File: src/design/pps_pkg.sv
// pps_pkg: shared types and constants for the preemptive priority scheduler
// holds the queue entry layout, queue request and status structs, and result codes
// no dependencies
package pps_pkg;

  localparam int QUEUE_DEPTH = 16;
  localparam int IDX_W = $clog2(QUEUE_DEPTH);
  localparam int CNT_W = $clog2(QUEUE_DEPTH + 1);

  localparam logic CMD_ARRIVAL = 1'b0;
  localparam logic CMD_TICK    = 1'b1;

  localparam logic [1:0] ST_OK   = 2'd0;
  localparam logic [1:0] ST_FULL = 2'd1;
  localparam logic [1:0] ST_ZERO = 2'd2;

  typedef struct packed {
    logic [7:0]  prio;
    logic [15:0] burst;
    logic [7:0]  pid;
  } entry_t;

  typedef enum logic [1:0] {
    Q_OP_INSERT,
    Q_OP_POP,
    Q_OP_PEEK
  } q_op_t;

  typedef struct packed {
    logic   valid;
    q_op_t  op;
    entry_t entry;
  } q_req_t;

  typedef struct packed {
    logic             busy;
    logic             done;
    logic [CNT_W-1:0] count;
    entry_t           head;
  } q_stat_t;

endpackage

File: src/design/preemptive_priority_scheduler.sv
// preemptive_priority_scheduler: tick-driven preemptive priority scheduler, top level
// holds the running process, the request sequencer and the result register
// depends on pps_pkg and pps_queue
//
// usage: each input request is an arrival (in_cmd 0) or one time tick (in_cmd 1).
// an arrival is placed in a priority-sorted ready queue behind equal priorities;
// a zero burst or a full queue drops it and reports it in out_status.
// a tick dispatches the queue head when idle, or preempts when the head is
// strictly more urgent, then runs the current process for one unit.
// every request yields exactly one result on the out_ channel.
// in_stall is high while a request is being worked on; a request is taken
// while an earlier result still waits in the output register.
// each request ends in the result stage: a dropped arrival goes there directly,
// a queued arrival after the insert, which walks the queue memory entry by entry
// from the tail (read, then compare and write), a dispatching tick after a pop,
// a tick that only checks the head after a peek, a preempting tick after a peek,
// a pop and an insert, and a tick with an empty queue after running. the next
// request is taken once the result stage has loaded the output register. the queue
// memory takes one read and one write per cycle, so those walks set the throughput.
// reset clears the queue fill, the running process and the output valid flag.
// while out_stall holds a result, the block finishes the next request and
// then waits until the output register is free.
module preemptive_priority_scheduler (
  input  logic        clk,
  input  logic        rst_n,
  input  logic        in_valid,
  output logic        in_stall,
  input  logic        in_cmd,
  input  logic [7:0]  in_proc_id,
  input  logic [15:0] in_burst,
  input  logic [7:0]  in_prio,
  output logic        out_valid,
  input  logic        out_stall,
  output logic [1:0]  out_status,
  output logic        out_ran,
  output logic [7:0]  out_run_pid,
  output logic        out_finished,
  output logic        out_new_slice
);

  typedef enum logic [2:0] {
    S_IDLE,
    S_INS_WAIT,
    S_DISP_WAIT,
    S_PEEK_WAIT,
    S_PRE_POP_WAIT,
    S_PRE_INS_WAIT,
    S_EXEC,
    S_OUT
  } state_t;

  state_t           state_r;
  pps_pkg::q_req_t  q_req_r;
  pps_pkg::q_stat_t q_stat;

  pps_pkg::entry_t  run_r;
  logic             run_valid_r;
  pps_pkg::entry_t  next_r;

  logic [1:0]       res_status_r;
  logic             res_ran_r;
  logic [7:0]       res_pid_r;
  logic             res_fin_r;
  logic             res_slice_r;

  logic             out_valid_r;
  logic [1:0]       out_status_r;
  logic             out_ran_r;
  logic [7:0]       out_run_pid_r;
  logic             out_finished_r;
  logic             out_new_slice_r;

  logic             in_take;
  logic             q_full;
  logic             q_empty;

  assign in_stall = state_r != S_IDLE;
  assign in_take  = in_valid && !in_stall;
  assign q_full   = q_stat.count == pps_pkg::CNT_W'(pps_pkg::QUEUE_DEPTH);
  assign q_empty  = q_stat.count == '0;

  pps_queue u_queue (
    .clk    (clk),
    .rst_n  (rst_n),
    .q_req  (q_req_r),
    .q_stat (q_stat)
  );

  always_ff @(posedge clk) begin
    if (!rst_n) begin
      state_r       <= S_IDLE;
      q_req_r.valid <= 1'b0;
      run_valid_r   <= 1'b0;
      run_r         <= '0;
      out_valid_r   <= 1'b0;
    end else begin
      q_req_r.valid <= 1'b0;
      if (out_valid_r && !out_stall && state_r != S_OUT) begin
        out_valid_r <= 1'b0;
      end
      unique case (state_r)
        S_IDLE: begin
          if (in_take) begin
            res_status_r <= pps_pkg::ST_OK;
            res_ran_r    <= 1'b0;
            res_pid_r    <= '0;
            res_fin_r    <= 1'b0;
            res_slice_r  <= 1'b0;
            if (in_cmd == pps_pkg::CMD_ARRIVAL) begin
              priority if (in_burst == '0) begin
                res_status_r <= pps_pkg::ST_ZERO;
                state_r      <= S_OUT;
              end else if (q_full) begin
                res_status_r <= pps_pkg::ST_FULL;
                state_r      <= S_OUT;
              end else begin
                q_req_r.valid       <= 1'b1;
                q_req_r.op          <= pps_pkg::Q_OP_INSERT;
                q_req_r.entry.prio  <= in_prio;
                q_req_r.entry.burst <= in_burst;
                q_req_r.entry.pid   <= in_proc_id;
                state_r             <= S_INS_WAIT;
              end
            end else begin
              priority if (q_empty) begin
                state_r <= S_EXEC;
              end else if (!run_valid_r) begin
                q_req_r.valid <= 1'b1;
                q_req_r.op    <= pps_pkg::Q_OP_POP;
                state_r       <= S_DISP_WAIT;
              end else begin
                q_req_r.valid <= 1'b1;
                q_req_r.op    <= pps_pkg::Q_OP_PEEK;
                state_r       <= S_PEEK_WAIT;
              end
            end
          end
        end
        S_INS_WAIT: begin
          if (q_stat.done) begin
            state_r <= S_OUT;
          end
        end
        S_DISP_WAIT: begin
          if (q_stat.done) begin
            run_r       <= q_stat.head;
            run_valid_r <= 1'b1;
            res_slice_r <= 1'b1;
            state_r     <= S_EXEC;
          end
        end
        S_PEEK_WAIT: begin
          if (q_stat.done) begin
            if (q_stat.head.prio < run_r.prio) begin
              q_req_r.valid <= 1'b1;
              q_req_r.op    <= pps_pkg::Q_OP_POP;
              state_r       <= S_PRE_POP_WAIT;
            end else begin
              state_r <= S_EXEC;
            end
          end
        end
        S_PRE_POP_WAIT: begin
          if (q_stat.done) begin
            next_r        <= q_stat.head;
            q_req_r.valid <= 1'b1;
            q_req_r.op    <= pps_pkg::Q_OP_INSERT;
            q_req_r.entry <= run_r;
            state_r       <= S_PRE_INS_WAIT;
          end
        end
        S_PRE_INS_WAIT: begin
          if (q_stat.done) begin
            run_r       <= next_r;
            res_slice_r <= 1'b1;
            state_r     <= S_EXEC;
          end
        end
        S_EXEC: begin
          if (run_valid_r) begin
            res_ran_r <= 1'b1;
            res_pid_r <= run_r.pid;
            if (run_r.burst <= 16'd1) begin
              res_fin_r   <= 1'b1;
              run_valid_r <= 1'b0;
              run_r       <= '0;
            end else begin
              run_r.burst <= run_r.burst - 16'd1;
            end
          end
          state_r <= S_OUT;
        end
        S_OUT: begin
          if (!out_valid_r || !out_stall) begin
            out_valid_r     <= 1'b1;
            out_status_r    <= res_status_r;
            out_ran_r       <= res_ran_r;
            out_run_pid_r   <= res_pid_r;
            out_finished_r  <= res_fin_r;
            out_new_slice_r <= res_slice_r;
            state_r         <= S_IDLE;
          end
        end
        default: begin
          state_r <= S_IDLE;
        end
      endcase
    end
  end

  assign out_valid     = out_valid_r;
  assign out_status    = out_status_r;
  assign out_ran       = out_ran_r;
  assign out_run_pid   = out_run_pid_r;
  assign out_finished  = out_finished_r;
  assign out_new_slice = out_new_slice_r;

  // queue requests only go to an idle queue
  a_req_when_idle: assert property (@(posedge clk) disable iff (!rst_n)
    q_req_r.valid |-> !q_stat.busy)
    else $error("queue request while queue busy");

  // a running process always has work left
  a_run_burst: assert property (@(posedge clk) disable iff (!rst_n)
    run_valid_r |-> run_r.burst != '0)
    else $error("running process with zero burst");

  // a new result is only loaded from the result stage
  a_out_from_res: assert property (@(posedge clk) disable iff (!rst_n)
    $rose(out_valid_r) |-> $past(state_r == S_OUT))
    else $error("result presented outside result stage");

  // queue fill stays within depth
  a_count_range: assert property (@(posedge clk) disable iff (!rst_n)
    q_stat.count <= pps_pkg::CNT_W'(pps_pkg::QUEUE_DEPTH))
    else $error("queue fill beyond depth");

endmodule

File: src/design/pps_queue.sv
// pps_queue: sorted ready queue in a one-read one-write memory with a step sequencer
// insert walks from the tail shifting entries up, pop shifts entries down
// depends on pps_pkg
module pps_queue (
  input  logic             clk,
  input  logic             rst_n,
  input  pps_pkg::q_req_t  q_req,
  output pps_pkg::q_stat_t q_stat
);

  typedef enum logic [2:0] {
    Q_IDLE,
    Q_POP_RD,
    Q_POP_HEAD,
    Q_SHIFT_RD,
    Q_SHIFT_WR,
    Q_INS_RD,
    Q_INS_CMP,
    Q_INS_HEAD
  } q_state_t;

  q_state_t                      state_r;
  pps_pkg::q_op_t                op_r;
  pps_pkg::entry_t               ent_r;
  pps_pkg::entry_t               head_r;
  pps_pkg::entry_t               rd_data_r;
  logic [pps_pkg::IDX_W-1:0]     idx_r;
  logic [pps_pkg::CNT_W-1:0]     count_r;
  logic                          done_r;

  pps_pkg::entry_t               mem [pps_pkg::QUEUE_DEPTH];

  logic                          we;
  logic [pps_pkg::IDX_W-1:0]     wa;
  pps_pkg::entry_t               wd;
  logic                          ins_here;
  logic                          idx_last;

  assign ins_here = rd_data_r.prio <= ent_r.prio;
  assign idx_last = (pps_pkg::CNT_W'(idx_r) + pps_pkg::CNT_W'(1)) == count_r;

  always_comb begin
    we = 1'b0;
    wa = idx_r;
    wd = rd_data_r;
    unique case (state_r)
      Q_IDLE: begin
        if (q_req.valid && q_req.op == pps_pkg::Q_OP_INSERT &&
            count_r == '0) begin
          we = 1'b1;
          wa = '0;
          wd = q_req.entry;
        end
      end
      Q_SHIFT_WR: begin
        we = 1'b1;
        wa = idx_r - pps_pkg::IDX_W'(1);
      end
      Q_INS_CMP: begin
        we = 1'b1;
        wa = idx_r + pps_pkg::IDX_W'(1);
        wd = ins_here ? ent_r : rd_data_r;
      end
      Q_INS_HEAD: begin
        we = 1'b1;
        wa = '0;
        wd = ent_r;
      end
      default: begin
        we = 1'b0;
      end
    endcase
  end

  always_ff @(posedge clk) begin
    if (we) begin
      mem[wa] <= wd;
    end
    rd_data_r <= mem[idx_r];
  end

  always_ff @(posedge clk) begin
    if (!rst_n) begin
      state_r <= Q_IDLE;
      count_r <= '0;
      done_r  <= 1'b0;
      idx_r   <= '0;
    end else begin
      done_r <= 1'b0;
      unique case (state_r)
        Q_IDLE: begin
          if (q_req.valid) begin
            op_r  <= q_req.op;
            ent_r <= q_req.entry;
            priority case (q_req.op)
              pps_pkg::Q_OP_INSERT: begin
                if (count_r == '0) begin
                  count_r <= pps_pkg::CNT_W'(1);
                  done_r  <= 1'b1;
                end else begin
                  idx_r   <= pps_pkg::IDX_W'(count_r - pps_pkg::CNT_W'(1));
                  state_r <= Q_INS_RD;
                end
              end
              pps_pkg::Q_OP_POP, pps_pkg::Q_OP_PEEK: begin
                idx_r   <= '0;
                state_r <= Q_POP_RD;
              end
              default: begin
                done_r <= 1'b1;
              end
            endcase
          end
        end
        Q_POP_RD: begin
          state_r <= Q_POP_HEAD;
        end
        Q_POP_HEAD: begin
          head_r <= rd_data_r;
          if (op_r != pps_pkg::Q_OP_POP) begin
            done_r  <= 1'b1;
            state_r <= Q_IDLE;
          end else if (count_r == pps_pkg::CNT_W'(1)) begin
            count_r <= '0;
            done_r  <= 1'b1;
            state_r <= Q_IDLE;
          end else begin
            idx_r   <= pps_pkg::IDX_W'(1);
            state_r <= Q_SHIFT_RD;
          end
        end
        Q_SHIFT_RD: begin
          state_r <= Q_SHIFT_WR;
        end
        Q_SHIFT_WR: begin
          if (idx_last) begin
            count_r <= count_r - pps_pkg::CNT_W'(1);
            done_r  <= 1'b1;
            state_r <= Q_IDLE;
          end else begin
            idx_r   <= idx_r + pps_pkg::IDX_W'(1);
            state_r <= Q_SHIFT_RD;
          end
        end
        Q_INS_RD: begin
          state_r <= Q_INS_CMP;
        end
        Q_INS_CMP: begin
          if (ins_here) begin
            count_r <= count_r + pps_pkg::CNT_W'(1);
            done_r  <= 1'b1;
            state_r <= Q_IDLE;
          end else if (idx_r == '0) begin
            state_r <= Q_INS_HEAD;
          end else begin
            idx_r   <= idx_r - pps_pkg::IDX_W'(1);
            state_r <= Q_INS_RD;
          end
        end
        Q_INS_HEAD: begin
          count_r <= count_r + pps_pkg::CNT_W'(1);
          done_r  <= 1'b1;
          state_r <= Q_IDLE;
        end
        default: begin
          state_r <= Q_IDLE;
        end
      endcase
    end
  end

  assign q_stat.busy  = state_r != Q_IDLE;
  assign q_stat.done  = done_r;
  assign q_stat.count = count_r;
  assign q_stat.head  = head_r;

  // shift steps only run over occupied entries
  a_shift_in_range: assert property (@(posedge clk) disable iff (!rst_n)
    (state_r == Q_SHIFT_WR || state_r == Q_SHIFT_RD) |->
      pps_pkg::CNT_W'(idx_r) < count_r)
    else $error("queue shift index beyond occupied entries");

  // insert never starts on a full queue
  a_no_insert_full: assert property (@(posedge clk) disable iff (!rst_n)
    (state_r == Q_IDLE && q_req.valid && q_req.op == pps_pkg::Q_OP_INSERT) |->
      count_r < pps_pkg::CNT_W'(pps_pkg::QUEUE_DEPTH))
    else $error("insert issued on full queue");

  // pop and peek need a head entry
  a_no_pop_empty: assert property (@(posedge clk) disable iff (!rst_n)
    (state_r == Q_IDLE && q_req.valid && q_req.op != pps_pkg::Q_OP_INSERT) |->
      count_r != '0)
    else $error("pop or peek issued on empty queue");

endmodule
File: config.mk
export PLATFORM = sky130hd
export DESIGN_NAME = preemptive_priority_scheduler
export DESIGN_NICKNAME = d
export VERILOG_FILES = /design/src/design/pps_pkg.sv /design/src/design/preemptive_priority_scheduler.sv /design/src/design/pps_queue.sv
export SDC_FILE = /design/constraint.sdc
export NUM_CORES = 1
export LEC_CHECK = 0
export ABC_AREA = 1
export ABC_CLOCK_PERIOD_IN_PS = 4800
export BUFFER_PORTS_ARGS = -buffer_cell sky130_fd_sc_hd__buf_2
export CORE_ASPECT_RATIO = 1.2
export CORE_MARGIN = 5
export CORE_UTILIZATION = 60
export CTS_CLUSTER_DIAMETER = 120
export DETAILED_ROUTE_END_ITERATION = 16
export PLACE_DENSITY = 0.74
export SYNTH_ARGS = -nofsm -noshare
export SYNTH_HDL_FRONTEND = slang
export SYNTH_HIERARCHICAL = 1
export SYNTH_SLANG_ARGS = --single-unit
File: constraint.sdc
create_clock -name clk -period 4.8 [get_ports clk]
set_clock_uncertainty 0.2 [all_clocks]
set_input_delay 0.96 -clock clk [delete_from_list [all_inputs] [get_ports clk]]
set_output_delay 0.96 -clock clk [all_outputs]
set_load 0.02 [all_outputs]
Word level (Yosys, flattened, before mapping)
Memories as Yosys holds them, arrays and structs flattened. A register that Yosys moved wholly into a read port is not among the register bits. Cells that the tools add are included.

Register bits after elaboration: 209. Latch bits: 0. Bits in writable memories: 512. Bits in read-only memories: 0. Memories kept: 1.

Memory list: u_queue.mem (words 16, bits a word 32, rd ports 1, clocked after Yosys merged registers in 1, write ports 1, RTL line pps_queue.sv:31) `pps_pkg::entry_t mem [pps_pkg::QUEUE_DEPTH];`.

$add $sub $neg: 6. $mul: 0. Divide/modulo/power cells: 0. Magnitude comparators: 3. Eq/ne operators: 51. Shifts and indexed selects: 0. Muxes and demuxes: 93. Bitwise gates (word level): 0. Reductions and logical operators: 45.

Operator list (count): $mux 32 (6); $pmux 32 s3 (2); $mux 35 (4); $pmux 32 s2 (1); $mux 3 (18); $mux 5 (7); $mux 4 (8); $pmux 4 s4 (2); $ne 2x2->1 const B (15); $pmux 5 s5 (1); $eq 3x3->1 const B (8); $mux 8 (3); $pmux 3 s8 (1); $ne 2x1->1 const B (11); $mux 1 (21); $pmux 3 s7 (1); $reduce_and 9->1 (2); $le 16x1->1 const B (1); $logic_not 16->1 (1); $mux 16 (1); $pmux 8 s2 (1); $sub 16x1->16 const B (1); $ne 3x3->1 const B (5); $reduce_and 3->1 (5); 40 further kinds (72).

Logic depth before layout (Yosys ltp)
Word-level depth: 7. Mapped depth: 15. Depth with buffers taken out: 15.

Hierarchy
The synthesis kept the hierarchy.

Modules (own cells, without submodules): pps_queue (instances 1, cells an instance 1921, area each 24558.6 um2, seq. area each 18257.5 um2); preemptive_priority_scheduler (instances 1, cells an instance 653, area each 6173.4 um2, seq. area each 3523.4 um2).

Worst setup path after synthesis
Ideal clock, no wire load.

Kind: reg-to-reg. From: reg u_queue/idx_r[0] (netlist name). To: mem u_queue/mem[0][0] (netlist name), enable pin. Setup time: 0.421 ns. Arrival time: 3.310 ns. Data required time: 4.179 ns. Slack: 0.869 ns. Cell stages (with the launch flop): 15. Clock period less this slack: 3.931 ns. Path through: dfxtp_1 -> buf_4 -> inv_1 -> buf_4 -> buf_4 -> buf_2 -> ha_1 -> xnor2_1 -> nor2_1 -> nor2_2 -> inv_2 -> a21oi_2 -> inv_1 -> or2_4 -> nor2_1.

Longest elaborated chain between the ends: 2. Elaborated cells on any way between the ends: 4.

RTL lines: start: declaration (RTL line pps_queue.sv:27) `logic [pps_pkg::IDX_W-1:0] idx_r;`; start signal: assignment (RTL line pps_queue.sv:101) `idx_r <= pps_pkg::IDX_W'(count_r - pps_pkg::CNT_W'(1));`; start signal: assignment (RTL line pps_queue.sv:128) `idx_r <= pps_pkg::IDX_W'(1);`; start signal: assignment (RTL line pps_queue.sv:141) `idx_r <= idx_r + pps_pkg::IDX_W'(1);`; $add 4x1->4 (tied with other cells) (RTL line pps_queue.sv:61) `wa = idx_r + pps_pkg::IDX_W'(1);`; $pmux 4 s4 (*) (RTL line pps_queue.sv:46) `unique case (state_r)`; end: declaration (RTL line pps_queue.sv:31).

Every way passes the cells marked *; elsewhere a longest branch is shown, timed or not.

Worst setup path in the final report
From: reg u_queue/idx_r[0] (netlist name). To: mem u_queue/mem[12][4] (netlist name), enable pin.

The elaborated chain is that of the path after synthesis.

==> qor.log <==
qor: hold_path.worst_hold_path_type register to register
qor: floorplanning.pin_count 52
qor: cts.clock_insertion_delay_worst_skew 0.61 ns
qor: synthesis.largest_area_contributor_in_the_synthesized_netlist sky130_fd_sc_hd__edfxtp_1
qor: sta.max_slew_margin 23.37%
qor: floorplanning.effective_utilization_at_floorplan 60.78%
qor: sta.final-max-slew-violation-count 0
qor: cts.tritoncts.num_buffers 72
qor: cts.cts-resized-gates 0
qor: worst_setup_path.timing.critical_path.slowest_stage_cell sky130_fd_sc_hd__nor2_4
qor: worst_setup_path.critical_path.reg2reg.startpoint u_queue/idx_r[0]
qor: worst_setup_path.path_cells buf_12, nand3_1, nand2_1, nand3_1, nand2_1, inv_1, o21ai_1, nand2_1, nor2_4
qor: cts.tritoncts_num_sinks 753
qor: grt.global_route.usage.total 26.43%
qor: placed_design.dp.cells 3154
qor: placed_design.dp_hpwl 44.94 mm
qor: synthesis.synth.yosys.seq_area_share 70.87%
qor: synthesis.number_of_enable_flip_flop_cells_after_synthesis 670
qor: grt.wire_length_of_the_first_global_routing_pass 114.5 mm
qor: floorplanning.die-area 55870 um^2
qor: routing.drc 0
qor: worst_setup_path.ff2ff_path_depth 9
qor: cts.cts_tree built
qor: routing.dr_total_vias 20.50k
qor: grt.grt_start_max_net_pins 261
qor: worst_setup_path.crit_path_max_fanout 260
qor: synthesis.synth-compound-area-share 10.65%
qor: floorplanning.die_x 216.6 um
qor: synthesis.post_synth_instance_area 30730 um^2
qor: sta.timing_worst_slew_pin_value 1.149 ns
qor: worst_setup_path.setup.worst_path.class register to register
qor: routing.avgViaCountPerCell 6.236
qor: worst_setup_path.r2r_end u_queue/mem[12][4]
qor: placed_design.io_buffers 51
qor: synthesis.post_synth.cell_area_avg 11.94 um^2
qor: hold_path.worstHoldPathCells 0
qor: final_layout.area_growth_from_synthesis_to_layout 10.33%
qor: power.total_power 20.76 mW
qor: cts.ctsHtreeMaxLevel 3
qor: worst_setup_path.critical_path.most_common_cell sky130_fd_sc_hd__nand2_1
qor: hold_path.holdPathEnd out_run_pid[4]
qor: hold_path.hold_path_startpoint res_pid_r[4]
qor: synthesis.post_synth_xor_area_fraction 0.3135%
qor: final_layout.drive_above_1_share 11.09%
qor: worst_setup_path.endpoint_kind register
qor: synthesis.synth.lib_cells_used.distinct 51
qor: floorplanning.placementRows 90
qor: routing.detailroute.wirelength.met3 7.349 mm
qor: final_layout.post-route-util 67.06%
qor: final_layout.num_antenna_cells 0
qor: routing.met2_length 35.50 mm
qor: final_layout.post_layout_nonfiller_instances 3287
qor: cts.cts_max_path_buffers 3
qor: sta.fin_tns_setup 0 ns
qor: final_layout.fillerInstances 3569
qor: synthesis.synth-seq-cells 753
qor: synthesis.synth.yosys.warnings 6
qor: cts.cts_root_buffer sky130_fd_sc_hd__clkbuf_16
qor: cts.cts-hold-fix-buffers 0
qor: worst_setup_path.r2r_setup_slack 1.15 ns
qor: synthesis.synthDominantCellAreaShare 65.47%
qor: power.leakage 11.72 nW
qor: routing.top_routing_layer_in_use met4
qor: run_status.status finished clean
qor: grt.grt-ovfl-total 0
qor: job.max-cap-violations 0
qor: grt.first_global_vias 19.59k
qor: grt.grt_antenna_before_repair 1
qor: synthesis.yosys.area_share.adder 1.059%
qor: synthesis.netlist_instances 2574
qor: synthesis.number_of_nets_produced_by_synthesis 2637
qor: sta.rsz0062_at_grt false
qor: routing.wl 74.79 mm
qor: sta.hold_viol_final 0
qor: sta.maxClockFrequency 273.6 MHz
qor: worst_setup_path.cp.required 4.81 ns
qor: routing.drt-initial-drc-count 2675
qor: routing.wire_length_on_met1 29.33 mm
qor: final_layout.num-nets-final 2647
qor: floorplanning.dieHeight 257.9 um
qor: placed_design.gp_congestion 0.9009
qor: worst_setup_path.largest_stage_delay_on_the_critical_path 0.89 ns
qor: power.pwr_density_cell 612.2 nW/um^2
qor: cts.clkTransAtPathRegs 0.07 ns
qor: routing.detail_route.wl_per_cell 22.75 um
qor: sta.period_minus_slack 3.654 ns
qor: synthesis.synth_async_sr_flop_share 0%
qor: floorplanning.coreArea 50560 um^2
qor: synthesis.yosys-top-cells-area sky130_fd_sc_hd__edfxtp_1 65%, sky130_fd_sc_hd__dfxtp_1 5.4%, sky130_fd_sc_hd__nand2_1 4.7%
qor: synthesis.synth_simple_gate_area_share 13.46%
qor: sta.period_utilization_post_route 76.13%
qor: worst_setup_path.worst_setup_path_start_kind register
qor: synthesis.synth_top_family_by_area simple AND/OR/NAND/NOR gates
qor: synthesis.main_flop_type_after_synthesis sky130_fd_sc_hd__edfxtp_1
qor: routing.detail_route.first_pass.iterations 6
qor: synthesis.synth_mux_area_share 0%
qor: worst_setup_path.critPathArrivalTime 3.67 ns
qor: routing.ant_nets 0
qor: sta.final_setup_viols 0
qor: power.irDropWorstVdd 0.2965 mV
qor: sta.final.hold.worst_slack 0.2171 ns
qor: cts.cts_post_setup_buffers_inserted 0
cells in the final DEF, fill, tap and decap left out, types with 12 or more instances in the layout:
cell                        netlist  final
sky130_fd_sc_hd__buf_4           16     29
sky130_fd_sc_hd__clkinv_1         1     12
sky130_fd_sc_hd__inv_1           93     90
sky130_fd_sc_hd__nor2_1         381    360
sky130_fd_sc_hd__o21ai_1         13     13
sky130_fd_sc_hd__o211ai_1        23     23
sky130_fd_sc_hd__clkbuf_1        86     17
sky130_fd_sc_hd__edfxtp_1       670    670
sky130_fd_sc_hd__a21oi_1         42     41
sky130_fd_sc_hd__clkbuf_16        0     79
sky130_fd_sc_hd__inv_2           14     15
sky130_fd_sc_hd__ha_1            26     26
sky130_fd_sc_hd__dfxtp_1         83     80
sky130_fd_sc_hd__clkinv_2         1     15
sky130_fd_sc_hd__o21ai_0        275    275
sky130_fd_sc_hd__nand3_1        141    141
sky130_fd_sc_hd__buf_2           36     51
sky130_fd_sc_hd__nand2_1        383    383
sky130_fd_sc_hd__a22o_1          12     12
sky130_fd_sc_hd__nand4_1         15     15
sky130_fd_sc_hd__o22ai_1        113    113
sky130_fd_sc_hd__o221ai_1        47     47
sky130_fd_sc_hd__nor2_4           6     26
sky130_fd_sc_hd__nand3_2         15     15
metal layers:
metal	up-vias	GRT usage (%)
li1	9304	-
met1	9957	37.27
met2	1072	42.52
met3	166	3.866
met4	0	9.825
met5	-	0
sequential cells by signal, indices dropped and copies added, names as in the netlist, 8 cells and up:
name               count
next_r                32
out_run_pid            8
q_req_r               35
res_pid_r              8
run_r                 32
u_queue/ent_r         32
u_queue/mem          512
u_queue/q_stat        32
u_queue/rd_data_r     32
metrics by stage:
step	setup slack (ns)	cell area, um^2
finish	1.146	33910
CTS	1.161	33910
detailed placement	1.178	31560
floorplan	0.8694	30730
global placement	1.219	31560
global route	0.8946	33910
final cells by class:
type / instances / area [um^2] / area share [%]
Clock buffer: 100 / 2096 / 6.181
Clock inverter: 33 / 251.5 / 0.7417
Inverter: 111 / 431.7 / 1.273
Multi-Input combinational cell: 1563 / 8000 / 23.59
Sequential cell: 753 / 21790 / 64.26
Tap cell: 644 / 805.8 / 2.376
Timing Repair Buffer: 83 / 533.0 / 1.572
cells in the mapped netlist (all sizes together) (2+ instances only):
| master | n |
|---|---|
| edfxtp | 670 |
| nand2 | 395 |
| nor2 | 393 |
| o21ai | 292 |
| nand3 | 157 |
| o22ai | 113 |
| inv | 109 |
| clkbuf | 86 |
| dfxtp | 83 |
| buf | 61 |
| a21oi | 53 |
| o221ai | 47 |
| ha | 26 |
| o211ai | 23 |
| nand4 | 16 |
| a22o | 12 |
| nor3 | 11 |
| xor2 | 8 |
| o21a | 3 |
| xnor2 | 3 |
| clkinv | 2 |
| or2 | 2 |
worst max-delay path: cells and delay by family (launching register included):
family	cells	cell delay, ns
buffers and inverters	2	0.78
and+or+nand+nor	6	1.72
AOI/OAI and AO/OA	1	0.10
DFF	1	0.38
where the power goes:
group	switching, mW	leakage (nW)	internal [mW]	total [mW]
combinational	4.34	3.82	1.44	5.79
clock	2.36	1.14	3.23	5.58
sequential	0.522	6.76	8.86	9.39
total	7.22	11.7	13.5	20.8
kinds of logic after synthesis:
group                      count (synthesis)
DFF                                      753
buffers and inverters                    258
AOI/OAI and AO/OA                        550
and+or+nand+nor                          976
xor gates and xnor gates                  11
adders and majority gates                 26
how the worst max path moves through the flow:
stage | from | end | slack (ns)
2_1_floorplan | u_queue/idx_r[0] | u_queue/mem[0][0] | 0.87
3_5_place_dp | u_queue/idx_r[0] | u_queue/mem[13][29] | 1.18
6_report | u_queue/idx_r[0] | u_queue/mem[12][4] | 1.15
5_1_grt | u_queue/idx_r[0] | u_queue/mem[12][4] | 0.89
4_1_cts | u_queue/idx_r[0] | u_queue/mem[13][3] | 1.16
3_3_place_gp | u_queue/idx_r[0] | u_queue/mem[13][3] | 1.22
(Power assumes the default switching activity.)
